### src/rtl/fut_pkg.sv
// fut_pkg: types, character codes and helper functions for the frequency text parser
// no dependencies; imported by every module of the block and by its checker

package fut_pkg;

    // field widths
    localparam int BYTE_W    = 8;
    localparam int FREQ_W    = 64;
    localparam int FRAC_W    = 30;
    localparam int CNT_W     = 4;
    localparam int WEIGHT_W  = 27;
    localparam int MUL_W     = FREQ_W + 10;

    // exact floor(x / 1000) for x below 2**32: x * ceil(2**38 / 1000) >> 38
    localparam int                 MAGIC_W    = 29;
    localparam logic [MAGIC_W-1:0] DIV_MAGIC  = 29'd274877907;
    localparam int                 DIV_SHIFT  = 38;
    localparam int                 QPROD_W    = FRAC_W + MAGIC_W;

    localparam logic [CNT_W-1:0] MAX_FRAC_DIGITS = 4'd9;

    // character codes
    localparam logic [BYTE_W-1:0] CHAR_NUL   = 8'h00;
    localparam logic [BYTE_W-1:0] CHAR_TAB   = 8'h09;
    localparam logic [BYTE_W-1:0] CHAR_SPACE = 8'h20;
    localparam logic [BYTE_W-1:0] CHAR_DOT   = 8'h2E;
    localparam logic [BYTE_W-1:0] CHAR_SLASH = 8'h2F;
    localparam logic [BYTE_W-1:0] CHAR_G     = 8'h67;
    localparam logic [BYTE_W-1:0] CHAR_H     = 8'h68;
    localparam logic [BYTE_W-1:0] CHAR_K     = 8'h6B;
    localparam logic [BYTE_W-1:0] CHAR_M     = 8'h6D;
    localparam logic [BYTE_W-1:0] CHAR_Z     = 8'h7A;
    localparam logic [BYTE_W-1:0] CASE_GAP   = 8'h20;

    typedef enum logic [2:0] {
        PH_LEAD,
        PH_INT,
        PH_FRAC,
        PH_GAP,
        PH_UNIT,
        PH_TRAIL,
        PH_DONE,
        PH_ERR
    } phase_t;

    typedef enum logic [1:0] {
        STATUS_OK        = 2'd0,
        STATUS_MALFORMED = 2'd1,
        STATUS_OVERFLOW  = 2'd2
    } status_t;

    typedef enum logic [1:0] {
        UNIT_HZ  = 2'd0,
        UNIT_KHZ = 2'd1,
        UNIT_MHZ = 2'd2,
        UNIT_GHZ = 2'd3
    } unit_t;

    // one finished text on its way through the scaling stages
    typedef struct packed {
        logic              ok;
        logic              ovf;
        unit_t             unit;
        logic [1:0]        mul_left;
        logic [FREQ_W-1:0] int_val;
        logic [FRAC_W-1:0] frac;
    } work_t;

    function automatic logic is_blank(input logic [BYTE_W-1:0] c);
        return (c == CHAR_SPACE) || (c == CHAR_TAB);
    endfunction

    function automatic logic is_num(input logic [BYTE_W-1:0] c);
        return c inside {[8'h30:8'h39]};
    endfunction

    function automatic logic is_end_mark(input logic [BYTE_W-1:0] c);
        return (c == CHAR_SLASH) || (c == CHAR_NUL);
    endfunction

    function automatic logic is_letter(input logic [BYTE_W-1:0] c);
        return c inside {[8'h41:8'h5A], [8'h61:8'h7A]};
    endfunction

    function automatic logic [BYTE_W-1:0] down_case(input logic [BYTE_W-1:0] c);
        return (c inside {[8'h41:8'h5A]}) ? (c + CASE_GAP) : c;
    endfunction

    // weight of the next fraction digit, so the fraction is held as nine digits
    function automatic logic [WEIGHT_W-1:0] frac_weight(input logic [CNT_W-1:0] cnt);
        logic [WEIGHT_W-1:0] w;
        case (cnt)
            4'd0:    w = 27'd100000000;
            4'd1:    w = 27'd10000000;
            4'd2:    w = 27'd1000000;
            4'd3:    w = 27'd100000;
            4'd4:    w = 27'd10000;
            4'd5:    w = 27'd1000;
            4'd6:    w = 27'd100;
            4'd7:    w = 27'd10;
            4'd8:    w = 27'd1;
            default: w = '0;
        endcase
        return w;
    endfunction

endpackage

### src/rtl/fut_parser.sv
// fut_parser: per-byte text state machine with integer and fraction accumulators
// depends on fut_pkg; hands each finished text to the scaling stages as a work_t

module fut_parser
    import fut_pkg::*;
(
    input  logic              clk,
    input  logic              rst_n,
    input  logic              byte_valid,
    output logic              byte_ready,
    input  logic [BYTE_W-1:0] text_byte,
    input  logic              last_byte,
    output logic              work_valid,
    input  logic              work_ready,
    output work_t             work
);

    phase_t              phase_reg,   phase_next;
    logic [FREQ_W-1:0]   int_reg,     int_next;
    logic                ovf_reg,     ovf_next;
    logic [FRAC_W-1:0]   frac_reg,    frac_next;
    logic [CNT_W-1:0]    cnt_reg,     cnt_next;
    unit_t               unit_reg,    unit_next;
    logic                want_z_reg,  want_z_next;
    logic                work_valid_reg;
    work_t               work_reg;

    logic [BYTE_W-1:0]   lc;
    logic [3:0]          digit;
    logic                start_hit;
    unit_t               start_code;
    phase_t              after_phase;
    logic [FREQ_W+3:0]   int_step;
    logic                accept;
    logic                ok;

    assign lc     = down_case(text_byte);
    assign digit  = text_byte[3:0];
    assign accept = byte_valid && byte_ready;

    assign byte_ready = !work_valid_reg || work_ready;
    assign work_valid = work_valid_reg;
    assign work       = work_reg;

    // first letter of a unit word
    always_comb
    begin
        start_hit  = 1'b1;
        case (lc)
            CHAR_G:  start_code = UNIT_GHZ;
            CHAR_M:  start_code = UNIT_MHZ;
            CHAR_K:  start_code = UNIT_KHZ;
            CHAR_H:  start_code = UNIT_HZ;
            default:
            begin
                start_code = UNIT_HZ;
                start_hit  = 1'b0;
            end
        endcase
    end

    // byte after a number or blanks
    always_comb
    begin
        if (is_blank(text_byte))
            after_phase = PH_GAP;
        else if (is_end_mark(text_byte))
            after_phase = PH_DONE;
        else if (is_letter(text_byte) && start_hit)
            after_phase = PH_UNIT;
        else
            after_phase = PH_ERR;
    end

    // next phase
    always_comb
    begin
        phase_next = phase_reg;
        case (phase_reg)
            PH_LEAD:
            begin
                if (is_blank(text_byte))
                    phase_next = PH_LEAD;
                else if (is_num(text_byte))
                    phase_next = PH_INT;
                else
                    phase_next = PH_ERR;
            end
            PH_INT:
            begin
                if (is_num(text_byte))
                    phase_next = PH_INT;
                else if (text_byte == CHAR_DOT)
                    phase_next = PH_FRAC;
                else
                    phase_next = after_phase;
            end
            PH_FRAC:
            begin
                if (is_num(text_byte))
                    phase_next = PH_FRAC;
                else
                    phase_next = after_phase;
            end
            PH_GAP:
                phase_next = after_phase;
            PH_UNIT:
            begin
                if (lc != (want_z_reg ? CHAR_Z : CHAR_H))
                    phase_next = PH_ERR;
                else if (want_z_reg)
                    phase_next = PH_TRAIL;
                else
                    phase_next = PH_UNIT;
            end
            PH_TRAIL:
            begin
                if (is_blank(text_byte))
                    phase_next = PH_TRAIL;
                else if (is_end_mark(text_byte))
                    phase_next = PH_DONE;
                else
                    phase_next = PH_ERR;
            end
            PH_DONE:
                phase_next = PH_DONE;
            default:
                phase_next = PH_ERR;
        endcase
    end

    // x * 10 + d, with room to see a carry past 64 bits
    assign int_step = ({4'b0, int_reg} << 3) + ({4'b0, int_reg} << 1)
                    + {{FREQ_W{1'b0}}, digit};

    // accumulator updates
    always_comb
    begin
        int_next    = int_reg;
        ovf_next    = ovf_reg;
        frac_next   = frac_reg;
        cnt_next    = cnt_reg;
        unit_next   = unit_reg;
        want_z_next = want_z_reg;

        if (is_num(text_byte) && (phase_reg == PH_LEAD || phase_reg == PH_INT))
        begin
            if (ovf_reg || (int_step[FREQ_W+3:FREQ_W] != 4'd0))
            begin
                int_next = '1;
                ovf_next = 1'b1;
            end
            else
                int_next = int_step[FREQ_W-1:0];
        end

        // digits past the ninth are dropped; weight times digit needs the full 30 bits
        if (is_num(text_byte) && phase_reg == PH_FRAC && cnt_reg < MAX_FRAC_DIGITS)
        begin
            frac_next = frac_reg
                      + ({{(FRAC_W-WEIGHT_W){1'b0}}, frac_weight(cnt_reg)}
                         * {{(FRAC_W-4){1'b0}}, digit});
            cnt_next  = cnt_reg + 4'd1;
        end

        if (phase_next == PH_UNIT && phase_reg != PH_UNIT)
        begin
            unit_next   = start_code;
            want_z_next = (lc == CHAR_H);
        end
        else if (phase_reg == PH_UNIT && phase_next == PH_UNIT)
            want_z_next = 1'b1;
    end

    assign ok = phase_next inside {PH_INT, PH_FRAC, PH_GAP, PH_TRAIL, PH_DONE};

    // parse state, back to its start after every last byte
    always_ff @(posedge clk or negedge rst_n)
    begin
        if (!rst_n)
        begin
            phase_reg  <= PH_LEAD;
            int_reg    <= '0;
            ovf_reg    <= 1'b0;
            frac_reg   <= '0;
            cnt_reg    <= '0;
            unit_reg   <= UNIT_HZ;
            want_z_reg <= 1'b0;
        end
        else if (accept)
        begin
            if (last_byte)
            begin
                phase_reg  <= PH_LEAD;
                int_reg    <= '0;
                ovf_reg    <= 1'b0;
                frac_reg   <= '0;
                cnt_reg    <= '0;
                unit_reg   <= UNIT_HZ;
                want_z_reg <= 1'b0;
            end
            else
            begin
                phase_reg  <= phase_next;
                int_reg    <= int_next;
                ovf_reg    <= ovf_next;
                frac_reg   <= frac_next;
                cnt_reg    <= cnt_next;
                unit_reg   <= unit_next;
                want_z_reg <= want_z_next;
            end
        end
    end

    always_ff @(posedge clk or negedge rst_n)
    begin
        if (!rst_n)
            work_valid_reg <= 1'b0;
        else if (byte_ready)
            work_valid_reg <= accept && last_byte;
    end

    always_ff @(posedge clk)
    begin
        if (accept && last_byte)
        begin
            work_reg.ok       <= ok;
            work_reg.ovf      <= ovf_next;
            work_reg.unit     <= unit_next;
            work_reg.mul_left <= unit_next;
            work_reg.int_val  <= int_next;
            work_reg.frac     <= frac_next;
        end
    end

endmodule

### src/rtl/fut_scale_stage.sv
// fut_scale_stage: one registered step that multiplies the integer by 1000 or
// divides the nine-digit fraction by 1000; depends on fut_pkg

module fut_scale_stage
    import fut_pkg::*;
(
    input  logic  clk,
    input  logic  rst_n,
    input  logic  in_valid,
    output logic  in_ready,
    input  work_t in_work,
    output logic  out_valid,
    input  logic  out_ready,
    output work_t out_work
);

    logic               valid_reg;
    work_t              work_reg;
    work_t              work_next;
    logic [MUL_W-1:0]   prod;
    logic [QPROD_W-1:0] qprod;

    assign in_ready  = !valid_reg || out_ready;
    assign out_valid = valid_reg;
    assign out_work  = work_reg;

    // 1000 = 1024 - 16 - 8
    assign prod  = ({10'b0, in_work.int_val} << 10) - ({10'b0, in_work.int_val} << 4)
                 - ({10'b0, in_work.int_val} << 3);
    assign qprod = {{MAGIC_W{1'b0}}, in_work.frac} * {{FRAC_W{1'b0}}, DIV_MAGIC};

    // unit code sets how many steps multiply; the rest divide the fraction
    always_comb
    begin
        work_next = in_work;
        if (in_work.mul_left != 2'd0)
        begin
            work_next.int_val  = prod[FREQ_W-1:0];
            work_next.ovf      = in_work.ovf || (prod[MUL_W-1:FREQ_W] != '0);
            work_next.mul_left = in_work.mul_left - 2'd1;
        end
        else
            work_next.frac = FRAC_W'(qprod[QPROD_W-1:DIV_SHIFT]);
    end

    always_ff @(posedge clk or negedge rst_n)
    begin
        if (!rst_n)
            valid_reg <= 1'b0;
        else if (in_ready)
            valid_reg <= in_valid;
    end

    always_ff @(posedge clk)
    begin
        if (in_ready && in_valid)
            work_reg <= work_next;
    end

endmodule

### src/rtl/frequency_unit_text_parser.sv
// frequency_unit_text_parser: top level of the frequency text parser
// depends on fut_pkg, fut_parser and fut_scale_stage

// Takes frequency text one byte per transfer (tlast on the final byte) and
// gives one result per text: status, frequency in hertz and the unit seen.
// Accepted form: optional blanks, decimal digits, an optional '.' and
// fraction, optional blanks, an optional unit (hz, khz, mhz, ghz in any
// case) and trailing blanks; a '/' or NUL ends the text early and bytes
// after it are ignored up to tlast. The value is held as an exact decimal
// (integer part plus nine fraction digits), so the result is the true value
// truncated toward zero. Malformed text gives status 1 with zero frequency
// and unit; a value past 64 bits gives status 2 with all ones.
// One byte is taken every clock while the parser's work register is free or
// being emptied, also while a result waits at the output. A result passes
// from the parser's work register, loaded on the transfer of the last byte,
// through three scaling stages (each one multiply by 1000 as shift-and-add,
// or one divide by 1000 as a reciprocal multiply) to the output register
// that adds integer and fraction parts. A stalled output backs up through
// the stages only once they are all full.

module frequency_unit_text_parser
    import fut_pkg::*;
(
    input  logic              clk,
    input  logic              rst_n,
    input  logic              s_axis_tvalid,
    output logic              s_axis_tready,
    input  logic [BYTE_W-1:0] s_axis_tdata,   // [7:0] text_byte
    input  logic              s_axis_tlast,   // last_byte
    output logic              m_axis_tvalid,
    input  logic              m_axis_tready,
    output logic [FREQ_W-1:0] m_axis_tdata,   // [63:0] frequency in hertz
    output logic [3:0]        m_axis_tuser    // [1:0] status, [3:2] unit_code
);

    localparam int NUM_STAGES = 3;

    // chain of work items: index 0 from the parser, last into the output register
    logic  chain_valid [NUM_STAGES+1];
    logic  chain_ready [NUM_STAGES+1];
    work_t chain_work  [NUM_STAGES+1];

    logic              out_valid_reg;
    logic [FREQ_W-1:0] out_freq_reg;
    status_t           out_status_reg;
    unit_t             out_unit_reg;

    logic              out_load;
    work_t             fin;
    logic [FREQ_W:0]   sum;
    logic              fin_ovf;
    status_t           fin_status;
    logic [FREQ_W-1:0] fin_freq;
    unit_t             fin_unit;

    fut_parser u_parser
    (
        .clk        (clk),
        .rst_n      (rst_n),
        .byte_valid (s_axis_tvalid),
        .byte_ready (s_axis_tready),
        .text_byte  (s_axis_tdata),
        .last_byte  (s_axis_tlast),
        .work_valid (chain_valid[0]),
        .work_ready (chain_ready[0]),
        .work       (chain_work[0])
    );

    for (genvar i = 0; i < NUM_STAGES; i++)
    begin : g_stage
        fut_scale_stage u_stage
        (
            .clk       (clk),
            .rst_n     (rst_n),
            .in_valid  (chain_valid[i]),
            .in_ready  (chain_ready[i]),
            .in_work   (chain_work[i]),
            .out_valid (chain_valid[i+1]),
            .out_ready (chain_ready[i+1]),
            .out_work  (chain_work[i+1])
        );
    end

    // output register: frees as the current result is taken
    assign out_load                = !out_valid_reg || m_axis_tready;
    assign chain_ready[NUM_STAGES] = out_load;
    assign fin                     = chain_work[NUM_STAGES];

    // integer times unit plus scaled fraction, carry out means overflow
    assign sum     = {1'b0, fin.int_val} + {{(FREQ_W-FRAC_W+1){1'b0}}, fin.frac};
    assign fin_ovf = fin.ovf || sum[FREQ_W];

    always_comb
    begin
        if (!fin.ok)
        begin
            fin_status = STATUS_MALFORMED;
            fin_freq   = '0;
            fin_unit   = UNIT_HZ;
        end
        else if (fin_ovf)
        begin
            fin_status = STATUS_OVERFLOW;
            fin_freq   = '1;
            fin_unit   = fin.unit;
        end
        else
        begin
            fin_status = STATUS_OK;
            fin_freq   = sum[FREQ_W-1:0];
            fin_unit   = fin.unit;
        end
    end

    always_ff @(posedge clk or negedge rst_n)
    begin
        if (!rst_n)
            out_valid_reg <= 1'b0;
        else if (out_load)
            out_valid_reg <= chain_valid[NUM_STAGES];
    end

    always_ff @(posedge clk)
    begin
        if (out_load && chain_valid[NUM_STAGES])
        begin
            out_freq_reg   <= fin_freq;
            out_status_reg <= fin_status;
            out_unit_reg   <= fin_unit;
        end
    end

    assign m_axis_tvalid = out_valid_reg;
    assign m_axis_tdata  = out_freq_reg;
    assign m_axis_tuser  = {out_unit_reg, out_status_reg};

endmodule

### config.mk
export PLATFORM = sky130hd
export DESIGN_NAME = frequency_unit_text_parser
export DESIGN_NICKNAME = d
export VERILOG_FILES = /design/src/rtl/fut_pkg.sv /design/src/rtl/fut_parser.sv /design/src/rtl/fut_scale_stage.sv /design/src/rtl/frequency_unit_text_parser.sv
export SDC_FILE = /design/constraint.sdc
export NUM_CORES = 2
export LEC_CHECK = 0
export ABC_AREA = 0
export BUFFER_PORTS_ARGS = -buffer_cell sky130_fd_sc_hd__buf_2
export CAP_MARGIN = 20
export CORE_ASPECT_RATIO = 1.25
export CORE_MARGIN = 8
export CORE_UTILIZATION = 40
export CTS_BUF_LIST = sky130_fd_sc_hd__clkbuf_8
export CTS_CLUSTER_SIZE = 12
export DETAILED_ROUTE_END_ITERATION = 8
export GPL_ROUTABILITY_DRIVEN = 0
export PLACE_DENSITY = 0.66
export SYNTH_ARGS = -nofsm -noshare
export SYNTH_HDL_FRONTEND = slang
export SYNTH_HIERARCHICAL = 1
export SYNTH_SLANG_ARGS = --single-unit
### constraint.sdc
create_clock -name clk -period 8.39 [get_ports clk]
set_clock_uncertainty 0.2 [all_clocks]
set_input_delay 0.839 -clock clk [delete_from_list [all_inputs] [get_ports clk]]
set_output_delay 0.839 -clock clk [all_outputs]
set_load 0.005 [all_outputs]
==> flow_summary.ini <==
[worst_setup_path]
worstPathMaxFanout = 10
cp-end-kind = flip-flop
critPathLaunchType = flip-flop
criticalPathCategory = flip-flop to flip-flop
reg2reg_from = g_stage[0].u_stage/out_work[25]
crit_required_ns = 8.73
cp.arrival_ns = 8.35
rr_endpoint = g_stage[1].u_stage/out_work[17]
r2r_cells = 26
r2r_slack_ns = 0.39

[floorplan]
die_area_sq_um = 248000
ioPinCount = 83
die_h_um = 555
die_w_um = 447
initial_core_util_pct = 40.2
core_sq_um = 231000
rows = 197

[clocking]
cts_post_setup_buffers_inserted = 0
cts_tree = built
clk_pin_slew_ns = 0.06
clockBufferDepth = 3
h-tree-depth = 3
cts-buffers-inserted = 101
root_buffer = clkbuf_8
insertion_delay_ns = 0.87
cts.sinks = 574

[sta]
max_freq_mhz = 125
holdWs_ns = 0.0959
period_share_pct = 95.4
setup_viol = 0
report.final.slew_viol_count = 0
worst_pin_slew_ns = 1.05
tns_ns = 0
slew_headroom_pct = 29.7
hold_viol_final = 0
rsz0062_at_grt = no
period_needed_ns = 8.00

[finish]
drive_gt1_share_pct = 4.76
fillerInstances = 22346
multiInputGateArea_sq_um = 67900
synthToLayoutAreaGrowth_pct = 6.59
largest_register_ffs = 298
num-nets-final = 12612
ff_latch_area_sq_um = 16700

[detailed_routing]
wirelength_um = 252000
num_vias = 72636
dr.pass1.iters = 6
wire_per_inst_um = 19.2
vias_per_cell = 5.53
remaining_drc_errors = 0
ant_nets = 0
drtIter0Drc = 5495

[global_route]
grt_usage_pct = 19.9
grt-ovfl-total = 0
grt_pass1_wl_um = 402000
antenna_found_initial = 2
grt_pass1_vias = 76332
grt_max_degree = 93

[yosys]
mappedNetlistArea_sq_um = 92800
synth.avg_cell_area_sq_um = 9.33
netlist_instances = 9954
ys_warn_count = 6
synth_nets = 12598

[outcome]
status = finished clean

[placed_design]
dpl.hpwl_um = 210000
port_buffers = 82

[hold_path]
hold_class = primary input to flip-flop
min_from = m_axis_tready
hold_depth = 3
holdPathEnd = m_axis_tvalid

[flow_run]
drv_cap = 0
[through the flow]
step | utilization, % | std cells | worst slack [ns] | area (sq um)
after floorplan | - | 9954 | 1.02 | 92800
after global placement | 42.0 | 12948 | 0.360 | 96800
after detailed placement | 42.0 | 12948 | 0.215 | 96800
after CTS | 42.9 | 13138 | 0.188 | 99000
after global routing | 42.9 | 13139 | 0.0170 | 99000
final | 42.9 | 13140 | 0.388 | 99000
[critical path, cell delays in order (launching register included)]
cell      delay [ns]
edfxtp_1        0.64
ha_1            0.43
inv_1           0.06
fa_1            0.50
inv_1           0.05
ha_1            0.26
inv_1           0.06
fa_1            0.52
inv_1           0.06
fa_1            0.49
fa_1            0.51
inv_1           0.06
fa_1            0.49
inv_1           0.05
ha_1            0.30
ha_1            0.36
nand3_1         0.20
or4_1           0.59
nor4_1          0.24
a22oi_1         0.17
a21oi_1         0.33
a21oi_1         0.23
o31a_1          0.29
o31ai_1         0.29
nor2_1          0.10
xor2_1          0.14
o21ai_0         0.10
[worst max-delay path by stage]
stage,from,endpoint,depth (start not counted)
after CTS,u_parser/work[10],g_stage[0].u_stage/out_work[19],24
final,g_stage[0].u_stage/out_work[25],g_stage[1].u_stage/out_work[17],26
after floorplan,g_stage[0].u_stage/out_work[8],g_stage[1].u_stage/out_work[19],26
after global routing,g_stage[0].u_stage/out_work[25],g_stage[1].u_stage/out_work[17],26
after global placement,u_parser/work[9],g_stage[0].u_stage/out_work[19],25
after detailed placement,u_parser/work[10],g_stage[0].u_stage/out_work[19],24
[routing by layer]
metal	track usage, %	part of all wire (%)	wire length (um)
met1	23.8	40	100000
met2	35.8	50	126000
met3	1.97	5.0	12600
met4	9.04	5.3	13500
met5	0	0	0
[placed cells by master, fill, tap and decap left out, types with 23 or more instances in the layout]
cell type     n
inv_1      1936
ha_1       1559
fa_1       1072
a21oi_1     837
nand2_1     582
nor2_1      539
edfxtp_1    464
o21ai_0     426
xnor2_1     197
a21o_1      192
xor2_1      167
nand3_1     138
nand4_1     126
dfrtp_1     110
nor3_1      105
clkbuf_8    104
buf_4       104
and3_1       92
buf_2        81
a211oi_1     73
and2_1       71
o21a_1       70
o211ai_1     66
o21bai_1     58
a31oi_1      57
o21ai_1      55
nand2b_1     54
o31ai_1      47
nor2b_1      42
and4_1       31
nor4_1       29
a22o_1       29
mux2_2       24
or3_1        23
[what timing repair did]
| item | in CTS | in global routing |
|---|---|---|
| resized for setup | 0 | 1 |
| hold buffers | 1 | 0 |
| endpoints found under the hold margin | 44 | 0 |
| endpoints found under the setup margin | 0 | 3 |
[area by class of cell]
cell class | instances | share of cell area [%]
flip-flops and latches | 574 | 16.9
clock buffers | 104 | 1.45
inverters | 1908 | 7.24
clock inverters | 85 | 0.734
multi-input cells | 7196 | 68.6
repair buffers | 187 | 1.23
diodes | 2 | 0.00506
well taps | 3084 | 3.90
Power is not shown: default switching activity piles up to over one toggle a cycle in this logic, so the estimate is an artifact.
